## src/hw/rtl/kdh_pkg.sv

```systemverilog
// Shared types and constants for the key debounce and hold detector.
// No dependencies; every other file of the block imports this package.
`timescale 1ns / 1ps

package kdh_pkg;

  // Default sizing of the block.
  localparam int unsigned NumKeysDefault    = 4;
  localparam int unsigned CountWidthDefault = 16;

  // Width of the threshold registers and of the configuration data.
  localparam int unsigned ThreshWidth = 16;
  localparam int unsigned CfgIdxWidth = 1;

  // Reset values of the thresholds.
  localparam logic [ThreshWidth-1:0] DebounceReset = ThreshWidth'(3);
  localparam logic [ThreshWidth-1:0] HoldReset     = ThreshWidth'(100);

  // Configuration register indexes.
  typedef enum logic [CfgIdxWidth-1:0] {
    REG_DEBOUNCE = 1'b0,
    REG_HOLD     = 1'b1
  } cfg_reg_e;

  // Logical state of one key.
  typedef enum logic [1:0] {
    ST_RELEASED = 2'd0,
    ST_PRESSED  = 2'd1,
    ST_HELD     = 2'd2
  } key_state_e;

  // Event code reported for each sample.
  typedef enum logic [1:0] {
    EV_IDLE     = 2'd0,
    EV_RELEASED = 2'd1,
    EV_PRESSED  = 2'd2,
    EV_HOLD     = 2'd3
  } key_event_e;

  // Threshold settings handed from the register block to the key logic.
  typedef struct packed {
    logic [ThreshWidth-1:0] debounce_count;
    logic [ThreshWidth-1:0] hold_count;
  } kdh_cfg_t;

endpackage

```

## src/hw/rtl/kdh_cfg_regs.sv

```systemverilog
// Threshold registers of the key debounce and hold detector.
// Depends on kdh_pkg for the register indexes and reset values.
`timescale 1ns / 1ps

module kdh_cfg_regs (
  input  logic                                clk_i,
  input  logic                                rst_ni,
  input  logic                                cfg_valid_i,
  output logic                                cfg_ready_o,
  input  logic [kdh_pkg::CfgIdxWidth-1:0]     cfg_index_i,
  input  logic [kdh_pkg::ThreshWidth-1:0]     cfg_wdata_i,
  output kdh_pkg::kdh_cfg_t                   cfg_o
);
  import kdh_pkg::*;

  kdh_cfg_t cfg_q;

  // Writes are always taken.
  assign cfg_ready_o = 1'b1;

  always_ff @(posedge clk_i or negedge rst_ni) begin
    if (!rst_ni) begin
      cfg_q.debounce_count <= DebounceReset;
      cfg_q.hold_count     <= HoldReset;
    end else if (cfg_valid_i) begin
      case (cfg_reg_e'(cfg_index_i))
        REG_DEBOUNCE: cfg_q.debounce_count <= cfg_wdata_i;
        REG_HOLD:     cfg_q.hold_count     <= cfg_wdata_i;
        default: ;
      endcase
    end
  end

  assign cfg_o = cfg_q;

endmodule

```

## src/hw/rtl/kdh_key_fsm.sv

```systemverilog
// Next-state and event logic for one key sample.
// Depends on kdh_pkg for the state, event and threshold types.
`timescale 1ns / 1ps

module kdh_key_fsm #(
  parameter int unsigned COUNT_WIDTH = kdh_pkg::CountWidthDefault
) (
  input  kdh_pkg::kdh_cfg_t       cfg_i,
  input  kdh_pkg::key_state_e     state_i,
  input  logic [COUNT_WIDTH-1:0]  press_cnt_i,
  input  logic [COUNT_WIDTH-1:0]  release_cnt_i,
  input  logic                    pin_pressed_i,
  output kdh_pkg::key_state_e     state_o,
  output logic [COUNT_WIDTH-1:0]  press_cnt_o,
  output logic [COUNT_WIDTH-1:0]  release_cnt_o,
  output kdh_pkg::key_event_e     event_o
);
  import kdh_pkg::*;

  localparam int unsigned CmpWidth = (COUNT_WIDTH > ThreshWidth) ? COUNT_WIDTH : ThreshWidth;
  localparam logic [COUNT_WIDTH-1:0] CntMax = {COUNT_WIDTH{1'b1}};

  logic [COUNT_WIDTH-1:0] press_inc;
  logic [COUNT_WIDTH-1:0] release_inc;
  logic                   press_deb_hit;
  logic                   press_hold_hit;
  logic                   release_hit;

  // Saturating increments; a threshold beyond the counter range is never met.
  assign press_inc   = (press_cnt_i == CntMax) ? CntMax : press_cnt_i + COUNT_WIDTH'(1);
  assign release_inc = (release_cnt_i == CntMax) ? CntMax : release_cnt_i + COUNT_WIDTH'(1);

  assign press_deb_hit  = CmpWidth'(press_inc)   >= CmpWidth'(cfg_i.debounce_count);
  assign press_hold_hit = CmpWidth'(press_inc)   >= CmpWidth'(cfg_i.hold_count);
  assign release_hit    = CmpWidth'(release_inc) >= CmpWidth'(cfg_i.debounce_count);

  always_comb begin
    state_o       = state_i;
    press_cnt_o   = press_cnt_i;
    release_cnt_o = release_cnt_i;
    event_o       = EV_IDLE;
    case (state_i)
      ST_PRESSED, ST_HELD: begin
        if (pin_pressed_i) begin
          release_cnt_o = '0;
          if (state_i == ST_HELD) begin
            event_o = EV_HOLD;
          end else if (press_hold_hit) begin
            state_o     = ST_HELD;
            press_cnt_o = '0;
            event_o     = EV_HOLD;
          end else begin
            press_cnt_o = press_inc;
          end
        end else if (release_hit) begin
          // The press counter is cleared too, so the next press is debounced in full.
          state_o       = ST_RELEASED;
          press_cnt_o   = '0;
          release_cnt_o = '0;
          event_o       = EV_RELEASED;
        end else begin
          release_cnt_o = release_inc;
        end
      end
      default: begin
        // Released, and the unused code behaves as released.
        state_o = ST_RELEASED;
        if (pin_pressed_i) begin
          if (press_deb_hit) begin
            state_o     = ST_PRESSED;
            press_cnt_o = '0;
            event_o     = EV_PRESSED;
          end else begin
            press_cnt_o = press_inc;
          end
        end else begin
          press_cnt_o = '0;
        end
      end
    endcase
  end

endmodule

```

## src/hw/rtl/key_debounce_hold_detector.sv

```systemverilog
// Top level of the key debounce and hold detector: sample register, per-key state,
// result register and assertions. Depends on kdh_pkg, kdh_cfg_regs and kdh_key_fsm.
`timescale 1ns / 1ps

//  Channel   | Direction | Handshake                  | Payload
//  ----------+-----------+----------------------------+------------------------------
//  sample    | in        | in_valid_i / in_stall_o    | key_index_i, pin_pressed_i
//  event     | out       | out_valid_o / out_stall_i  | key_event_o
//  config    | in        | cfg_valid_i / cfg_ready_o  | cfg_index_i, cfg_wdata_i
//
// A sample request is captured in the sample register; when the result register can
// advance, the key logic reads that key's state, updates it and loads the event into
// the result register. One request is accepted every cycle while in_stall_o is low;
// the per-key state is written at the same edge that loads the result, so back-to-back
// samples of the same key see fresh state.
// Reset puts every key in the released state with both counters at zero, and the
// thresholds at three (debounce) and one hundred (hold).
// A stall on the event channel holds the result register and, once the sample
// register is also full, raises in_stall_o; nothing is dropped.

module key_debounce_hold_detector #(
  parameter int unsigned NUM_KEYS    = kdh_pkg::NumKeysDefault,
  parameter int unsigned COUNT_WIDTH = kdh_pkg::CountWidthDefault,
  localparam int unsigned KeyIdxW    = (NUM_KEYS > 1) ? $clog2(NUM_KEYS) : 1
) (
  input  logic                             clk_i,
  input  logic                             rst_ni,
  // Sample channel.
  input  logic                             in_valid_i,
  output logic                             in_stall_o,
  input  logic [KeyIdxW-1:0]               key_index_i,
  input  logic                             pin_pressed_i,
  // Event channel.
  output logic                             out_valid_o,
  input  logic                             out_stall_i,
  output logic [1:0]                       key_event_o,
  // Configuration write channel.
  input  logic                             cfg_valid_i,
  output logic                             cfg_ready_o,
  input  logic [kdh_pkg::CfgIdxWidth-1:0]  cfg_index_i,
  input  logic [kdh_pkg::ThreshWidth-1:0]  cfg_wdata_i
);
  import kdh_pkg::*;

  kdh_cfg_t cfg;

  // Sample register.
  logic               s1_valid_q;
  logic [KeyIdxW-1:0] s1_idx_q;
  logic               s1_pin_q;

  // Result register.
  logic       out_valid_q;
  key_event_e key_event_q;

  // Per-key state.
  key_state_e             key_state_q   [NUM_KEYS];
  logic [COUNT_WIDTH-1:0] press_cnt_q   [NUM_KEYS];
  logic [COUNT_WIDTH-1:0] release_cnt_q [NUM_KEYS];

  // Updated state for the key in the sample register.
  key_state_e             state_d;
  logic [COUNT_WIDTH-1:0] press_cnt_d;
  logic [COUNT_WIDTH-1:0] release_cnt_d;
  key_event_e             fsm_event;
  key_event_e             event_d;

  logic in_fire;
  logic advance;
  logic s1_fire;
  logic key_ok;

  kdh_cfg_regs u_cfg_regs (
    .clk_i       (clk_i),
    .rst_ni      (rst_ni),
    .cfg_valid_i (cfg_valid_i),
    .cfg_ready_o (cfg_ready_o),
    .cfg_index_i (cfg_index_i),
    .cfg_wdata_i (cfg_wdata_i),
    .cfg_o       (cfg)
  );

  // The result register moves on when it is empty or its event is being taken.
  assign advance    = !out_valid_q || !out_stall_i;
  assign s1_fire    = s1_valid_q && advance;
  assign in_stall_o = s1_valid_q && !advance;
  assign in_fire    = in_valid_i && !in_stall_o;

  // Indexes at or beyond the key count report idle and leave all state alone.
  assign key_ok = {1'b0, s1_idx_q} < (KeyIdxW + 1)'(NUM_KEYS);

  kdh_key_fsm #(
    .COUNT_WIDTH (COUNT_WIDTH)
  ) u_key_fsm (
    .cfg_i         (cfg),
    .state_i       (key_state_q[s1_idx_q]),
    .press_cnt_i   (press_cnt_q[s1_idx_q]),
    .release_cnt_i (release_cnt_q[s1_idx_q]),
    .pin_pressed_i (s1_pin_q),
    .state_o       (state_d),
    .press_cnt_o   (press_cnt_d),
    .release_cnt_o (release_cnt_d),
    .event_o       (fsm_event)
  );

  assign event_d = key_ok ? fsm_event : EV_IDLE;

  // Control of the sample and result registers.
  always_ff @(posedge clk_i or negedge rst_ni) begin
    if (!rst_ni) begin
      s1_valid_q  <= 1'b0;
      out_valid_q <= 1'b0;
    end else begin
      if (in_fire) begin
        s1_valid_q <= 1'b1;
      end else if (s1_fire) begin
        s1_valid_q <= 1'b0;
      end
      if (advance) begin
        out_valid_q <= s1_valid_q;
      end
    end
  end

  // Payload of the sample and result registers.
  always_ff @(posedge clk_i) begin
    if (in_fire) begin
      s1_idx_q <= key_index_i;
      s1_pin_q <= pin_pressed_i;
    end
    if (s1_fire) begin
      key_event_q <= event_d;
    end
  end

  // Per-key state is written back at the edge that loads the result.
  always_ff @(posedge clk_i or negedge rst_ni) begin
    if (!rst_ni) begin
      for (int k = 0; k < NUM_KEYS; k++) begin
        key_state_q[k]   <= ST_RELEASED;
        press_cnt_q[k]   <= '0;
        release_cnt_q[k] <= '0;
      end
    end else if (s1_fire && key_ok) begin
      key_state_q[s1_idx_q]   <= state_d;
      press_cnt_q[s1_idx_q]   <= press_cnt_d;
      release_cnt_q[s1_idx_q] <= release_cnt_d;
    end
  end

  assign out_valid_o = out_valid_q;
  assign key_event_o = key_event_q;

  // The sample side is only held back by a full pipeline behind a stalled result.
  assert property (@(posedge clk_i) disable iff (!rst_ni)
    in_stall_o |-> (s1_valid_q && out_valid_q && out_stall_i))
    else $error("sample stall raised without a stalled full pipeline");

  // A key index outside the key range always reports idle.
  assert property (@(posedge clk_i) disable iff (!rst_ni)
    (s1_fire && !key_ok) |=> (out_valid_q && key_event_q == EV_IDLE))
    else $error("out-of-range key produced an event");

  // Press and hold events come from pressed samples, release events from released ones.
  assert property (@(posedge clk_i) disable iff (!rst_ni)
    (s1_fire && (event_d == EV_PRESSED || event_d == EV_HOLD)) |-> s1_pin_q)
    else $error("press or hold reported for a released sample");

  assert property (@(posedge clk_i) disable iff (!rst_ni)
    (s1_fire && event_d == EV_RELEASED) |-> !s1_pin_q)
    else $error("release reported for a pressed sample");

endmodule
```

## config.mk

```make
export PLATFORM = sky130hd
export DESIGN_NAME = key_debounce_hold_detector
export DESIGN_NICKNAME = d
export VERILOG_FILES = /design/src/hw/rtl/kdh_pkg.sv /design/src/hw/rtl/kdh_cfg_regs.sv /design/src/hw/rtl/kdh_key_fsm.sv /design/src/hw/rtl/key_debounce_hold_detector.sv
export SDC_FILE = /design/constraint.sdc
export NUM_CORES = 1
export LEC_CHECK = 0
export BUFFER_PORTS_ARGS = -buffer_cell sky130_fd_sc_hd__buf_4
export CAP_MARGIN = 20
export CORE_AREA = 4 4 174 176
export CTS_BUF_LIST = sky130_fd_sc_hd__clkbuf_4 sky130_fd_sc_hd__clkbuf_8
export DETAILED_ROUTE_END_ITERATION = 8
export DIE_AREA = 0 0 178 180
export GPL_TIMING_DRIVEN = 0
export SKIP_LAST_GASP = 1
export SLEW_MARGIN = 20
export SYNTH_ARGS = -nofsm -noshare
export SYNTH_HDL_FRONTEND = slang
export SYNTH_HIERARCHICAL = 1
export SYNTH_SLANG_ARGS = --single-unit
```

## constraint.sdc

```tcl
create_clock -name clk_i -period 13.1 [get_ports clk_i]
set_input_delay 0 -clock clk_i [delete_from_list [all_inputs] [get_ports clk_i]]
set_output_delay 0 -clock clk_i [all_outputs]
set_load 0.02 [all_outputs]
```

# Word level (Yosys, flattened, before mapping)
# Cells that the tools add are included.
# W data, S select, Z words.
# totals
elab_cells	89
reg_bits	175
output_inout_bits	5
# classes
bitwise	2
n_reduce_logical	13
order_cmp	5
n_eq_ne	4
add_sub_neg	2
muxes	44
# ops
operator	n
$mux W16	17
$bwmux W64	2
$bmux W16 S2	2
$ge A16 B16 Y1	3
$add A16 B1 Y16 const B	2
$demux W16 S2	1
$eq A16 B16 Y1 const B	2
$mux W2	15
$bwmux W8	1
$bmux W2 S2	1
$demux W2 S2	1
$logic_and A1 B1 Y1	4
$logic_not A1 Y1	4
$mux W1	4
$reduce_and A2 Y1	2
$ge A3 B3 Y1 const B	1
$lt A3 B1 Y1 const B	1
$not A2 Y3	1
$eq A2 B1 Y1 const B	1
$eq A2 B2 Y1 const B	1
$reduce_bool A2 Y1	1
$reduce_or A2 Y1	1
$logic_or A1 B1 Y1	1
$not A1 Y1	1

# Depth between registers and ports, before layout
# depth
ltp_word	12
mapped_depth	20

# Cells and area by module
# The synthesis kept the hierarchy.
# modules_own_cells
module	n_inst	area_each_um2	seq_area_each_um2	cells_each
key_debounce_hold_detector	1	6117.1	3603.5	343
kdh_key_fsm	1	2522.4	0.0	364
kdh_cfg_regs	1	1270.0	807.0	71

# Worst setup path before layout
# Ideal clock, no wire load.
# synth_path
path_kind	register to register
start	register s1_idx_q[0]
end	register release_cnt_q[63] (netlist bit)
path_stages_with_launch	20
t_arrival_ps	4508
path_slack_ps	8467
cell_sequence	edfxtp_1 > buf_4 > buf_2 > mux4_2 > ha_1 > nand3_1 > nor2_1 > nand3_1 > clkbuf_1 > clkbuf_1 > nand2_1 > ha_1 > nand4_1 > nor2_1 > nand4_1 > o211ai_2 > clkbuf_1 > a31oi_1 > o22a_1 > mux2_2
# synth_via
elab_chain_len	11
# synth_rtl
element	line_no	rtl
start: declaration	key_debounce_hold_detector.sv:49	logic [KeyIdxW-1:0] s1_idx_q;
start signal: assignment	key_debounce_hold_detector.sv:128	s1_idx_q <= key_index_i;
$not A2 Y3 (not written as such) (*)	key_debounce_hold_detector.sv:96, key_debounce_hold_detector.sv:98	
$bmux W16 S2	key_debounce_hold_detector.sv:98	.release_cnt_i (release_cnt_q[s1_idx_q]),
$mux W16 (not written as such) (2 in series)	key_debounce_hold_detector.sv:98	
$add A16 B1 Y16 or $eq A16 B16 Y1 (tied branches)	kdh_key_fsm.sv:31	assign release_inc = (release_cnt_i == CntMax) ? CntMax : release_cnt_i + COUNT_WIDTH'(1);
$mux W16	kdh_key_fsm.sv:31	
$ge A16 B16 Y1	kdh_key_fsm.sv:35	assign release_hit = CmpWidth'(release_inc) >= CmpWidth'(cfg_i.debounce_count);
$mux W16	kdh_key_fsm.sv:55	end else if (release_hit) begin
$mux W16	kdh_key_fsm.sv:44	if (pin_pressed_i) begin
$mux W16 (*)	kdh_key_fsm.sv:42	case (state_i)
net release_cnt_d[15]	key_debounce_hold_detector.sv:64	logic [COUNT_WIDTH-1:0] release_cnt_d;
$bwmux W64 (*)	key_debounce_hold_detector.sv:147	release_cnt_q[s1_idx_q] <= release_cnt_d;
end signal: indexed assignment	key_debounce_hold_detector.sv:147	
end: declaration	key_debounce_hold_detector.sv:59	logic [COUNT_WIDTH-1:0] release_cnt_q [NUM_KEYS];
# The timed path passes the listed nets; every way through them passes the cells marked *. The select of a mux whose other input is x is not followed.
# A chain may end at the register's enable or synchronous reset.

# Worst setup path in the final report
# layout_path
start	register s1_idx_q[1]
end	register release_cnt_q[63] (netlist bit)
# Same word-level chain as after synthesis.

==> flow_metrics.py <==
metrics = {
    "global_route": {
        "overflow": 0,
        "grt_max_degree": 98,
        "first_global_vias": 6623,
        "antenna_found_initial": 0,
        "grt_pass1_wl_mm": 36.36,
        "grt_use_total_pct": 14.28,
    },
    "detailed_routing": {
        "drt_wl_total_mm": 22.01,
        "drc": 0,
        "drt_iter0_markers": 342,
        "drt_first_pass_iters": 4,
        "vias": 6398,
        "wl_per_cell_um": 17.62,
        "vias_per_cell": 5.122,
        "ant_nets": 0,
    },
    "power_and_ir_drop": {
        "p_leak_nw": 5.332,
        "p_per_area_nw_per_um2": 101.9,
        "power.total_mw": 1.146,
        "vdd_drop_max_mv": 0.06966,
    },
    "run": {
        "maxCapViolCount": 0,
    },
    "setup_path": {
        "path_delay_family": "buffers and inverters",
        "cp_cell_sequence": "buf_2, buf_1, mux4_2, ha_1, nand3_1, nor2_1, nand3_1, clkbuf_1, clkbuf_1, nand2_1, ha_1, nand4_1, nor2_1, nand4_1, o211ai_2, clkbuf_1, a31oi_1, o22a_1, mux2_2",
        "crit_start": "s1_idx_q[1]",
        "crit_type": "reg -> reg",
        "cp_slowest_cell": "buf_1",
        "cp_max_fo": 10,
        "max_stage_delay_ns": 0.62,
        "path_buf_inv": 5,
        "end_kind": "register",
        "r2r-start": "s1_idx_q[1]",
        "cp.required_ns": 13.46,
        "cpMostUsedCell": "clkbuf_1",
        "start_kind": "register",
        "worstPathArrival_ns": 6.12,
    },
    "die": {
        "die_area_um2": 32040,
        "start_util_pct": 34.62,
        "die-width_um": 178,
        "core_um2": 28630,
        "die-height_um": 180,
        "ios": 30,
        "row_count": 62,
    },
    "final_layout": {
        "design_area_um2": 11250,
        "fin_nets": 928,
        "final_cells": 1249,
        "layout_common_cells": "dfrtp_1, mux2_2, ha_1",
        "antenna_cells": 0,
        "final_layout_size_suffix_gt1_share_pct": 36.76,
        "layout_commonest_cell": "dfrtp_1",
        "final_util_pct": 39.29,
        "syn_to_final_growth_pct": 13.50,
    },
    "timing": {
        "finalSetupViolCount": 0,
        "max_slew_margin_pct": 45.73,
        "tns_ns": 0,
        "finalMaxSlewViolations": 0,
        "period_needed_ns": 5.755,
        "setup_slack_ns": 7.345,
        "worstMarginPinSlew_ns": 0.8141,
        "fmax_mhz": 173.8,
        "finalHoldWorstSlack_ns": 0.05520,
        "fin_crit_sh_pct": 43.93,
        "rsz0062_at_grt": "false",
        "hold_violations": 0,
        "skew_ns": 0.01430,
    },
    "clock_tree": {
        "cts_sinks": 175,
        "cts_made_buffers": 17,
        "post_cts_buffers": 0,
        "cts_root_buffer": "clkbuf_8",
        "clk_pin_slew_ns": 0.10,
        "cts_tree": "done",
        "htree_levels": 4,
        "insertion_delay_ns": 0.48,
        "max-clock-path-buffers": 2,
    },
    "placed_design": {
        "dp_hpwl_mm": 15.96,
        "place_ws_ns": 7.325,
        "gp_congestion": 0.8538,
        "dp.cells": 1191,
        "placement.io_buffers": 28,
        "postPlaceCellArea_um2": 10640,
    },
    "logic_synthesis": {
        "yosys_warnings": 6,
        "synthArstFlopShare_pct": 97.14,
        "synthCells": 778,
        "synth_fp_nets": 854,
        "ys_ff_latch": 175,
        "synth-edff-count": 5,
        "syn_avg_cell_area_um2": 12.74,
        "synth_cell_type_count": 66,
        "syn_area_um2": 9910,
        "ys_seq_area_share_pct": 44.51,
        "synthFlopType": "dfrtp_1",
    },
    "min_path": {
        "min_path_type": "in -> async",
    },
    "run_status": {
        "status": "finished clean",
    },
}
-- logic make-up after synthesis --
logic type,share of synthesized area (%)
flops,44.51
buf+inv,3.927
xor+xnor,1.326
mux,27.65
other cells,0.03784
fa+ha+maj,6.439
simple gates,7.336
compound gates,8.775
-- synthesized netlist by cell type (5+ instances only) --
cell type	count	area share (%)
dfrtp_1	165	42
mux2_2	160	18
ha_1	51	6.4
inv_1	41	1.6
a21oi_1	38	1.9
nand2_1	37	1.4
mux4_2	34	7.7
nand3_1	20	1.0
nor2_1	17	0.64
buf_2	16	0.81
a22o_1	15	1.3
clkbuf_1	13	0.49
nand4_1	12	0.76
o21ai_0	12	0.61
xnor2_1	11	0.97
and3_1	10	0.63
mux2_4	10	1.5
a31oi_1	9	0.57
buf_6	7	0.80
o22a_1	7	0.62
and2_1	6	0.38
a211oi_1	5	0.38
a31o_2	5	0.44
dfstp_2	5	1.3
edfxtp_1	5	1.5
nand2b_1	5	0.32
-- worst paths after layout --
path                                        to  depth (start not counted)  slack, ns
min                                out_valid_o                          2       0.06
max reg2reg                  release_cnt_q[63]                         19       7.35
min in group clk_i                 s1_idx_q[0]                          2       0.24
max                          release_cnt_q[63]                         19       7.35
max in group asynchronous  u_cfg_regs/cfg_o[6]                          3      12.14
min reg2reg                  release_cnt_q[50]                          1       0.49
-- worst register-to-register path, stage by stage, from the launching register on --
cell	delay (ns)
edfxtp_1	0.36
buf_2	0.27
buf_1	0.63
mux4_2	0.49
ha_1	0.30
nand3_1	0.15
nor2_1	0.14
nand3_1	0.16
clkbuf_1	0.37
clkbuf_1	0.34
nand2_1	0.14
ha_1	0.32
nand4_1	0.14
nor2_1	0.14
nand4_1	0.15
o211ai_2	0.41
clkbuf_1	0.48
a31oi_1	0.09
o22a_1	0.27
mux2_2	0.29
-- per-layer routing --
metal | GRT usage (%) | wire (µm) | vias to the layer above
li1 | - | - | 3053
met1 | 19.80 | 10450 | 3251
met2 | 22.99 | 10720 | 75
met3 | 2.605 | 515 | 19
met4 | 3.899 | 331 | 0
met5 | 0 | 0 | -
-- area by class of cell --
cell class,instances,area (µm²)
repair buffers,55,505.5
plain buffers,40,231.5
flip-flops and latches,175,4410
clock inverters,14,110.1
fillers,2748,17380
clock buffers,18,241.5
well taps,384,480.5
multi-input cells,521,5110
inverters,42,157.7
-- sequential cells by signal (all words and copies together) (netlist names) --
name / cells
key_state_q: 8
s1_pin_q: 1
press_cnt_q: 64
release_cnt_q: 64
u_cfg_regs/cfg_o: 32
out_valid_o: 1
s1_valid_q: 1
s1_idx_q: 2
key_event_o: 2
-- where the power goes --
| part | internal, mW | total [mW] | switching [mW] |
|---|---|---|---|
| sequential | 0.575 | 0.592 | 0.0165 |
| clock | 0.135 | 0.348 | 0.212 |
| combinational | 0.101 | 0.206 | 0.105 |
| total | 0.811 | 1.15 | 0.334 |
-- what timing repair did --
| action | 4_1_cts | 5_1_grt |
|---|---|---|
| endpoints found under the hold margin | 115 | 0 |
| hold buffers | 26 | 0 |
| resized for setup | 0 | 0 |
(Power assumes the default switching activity.)
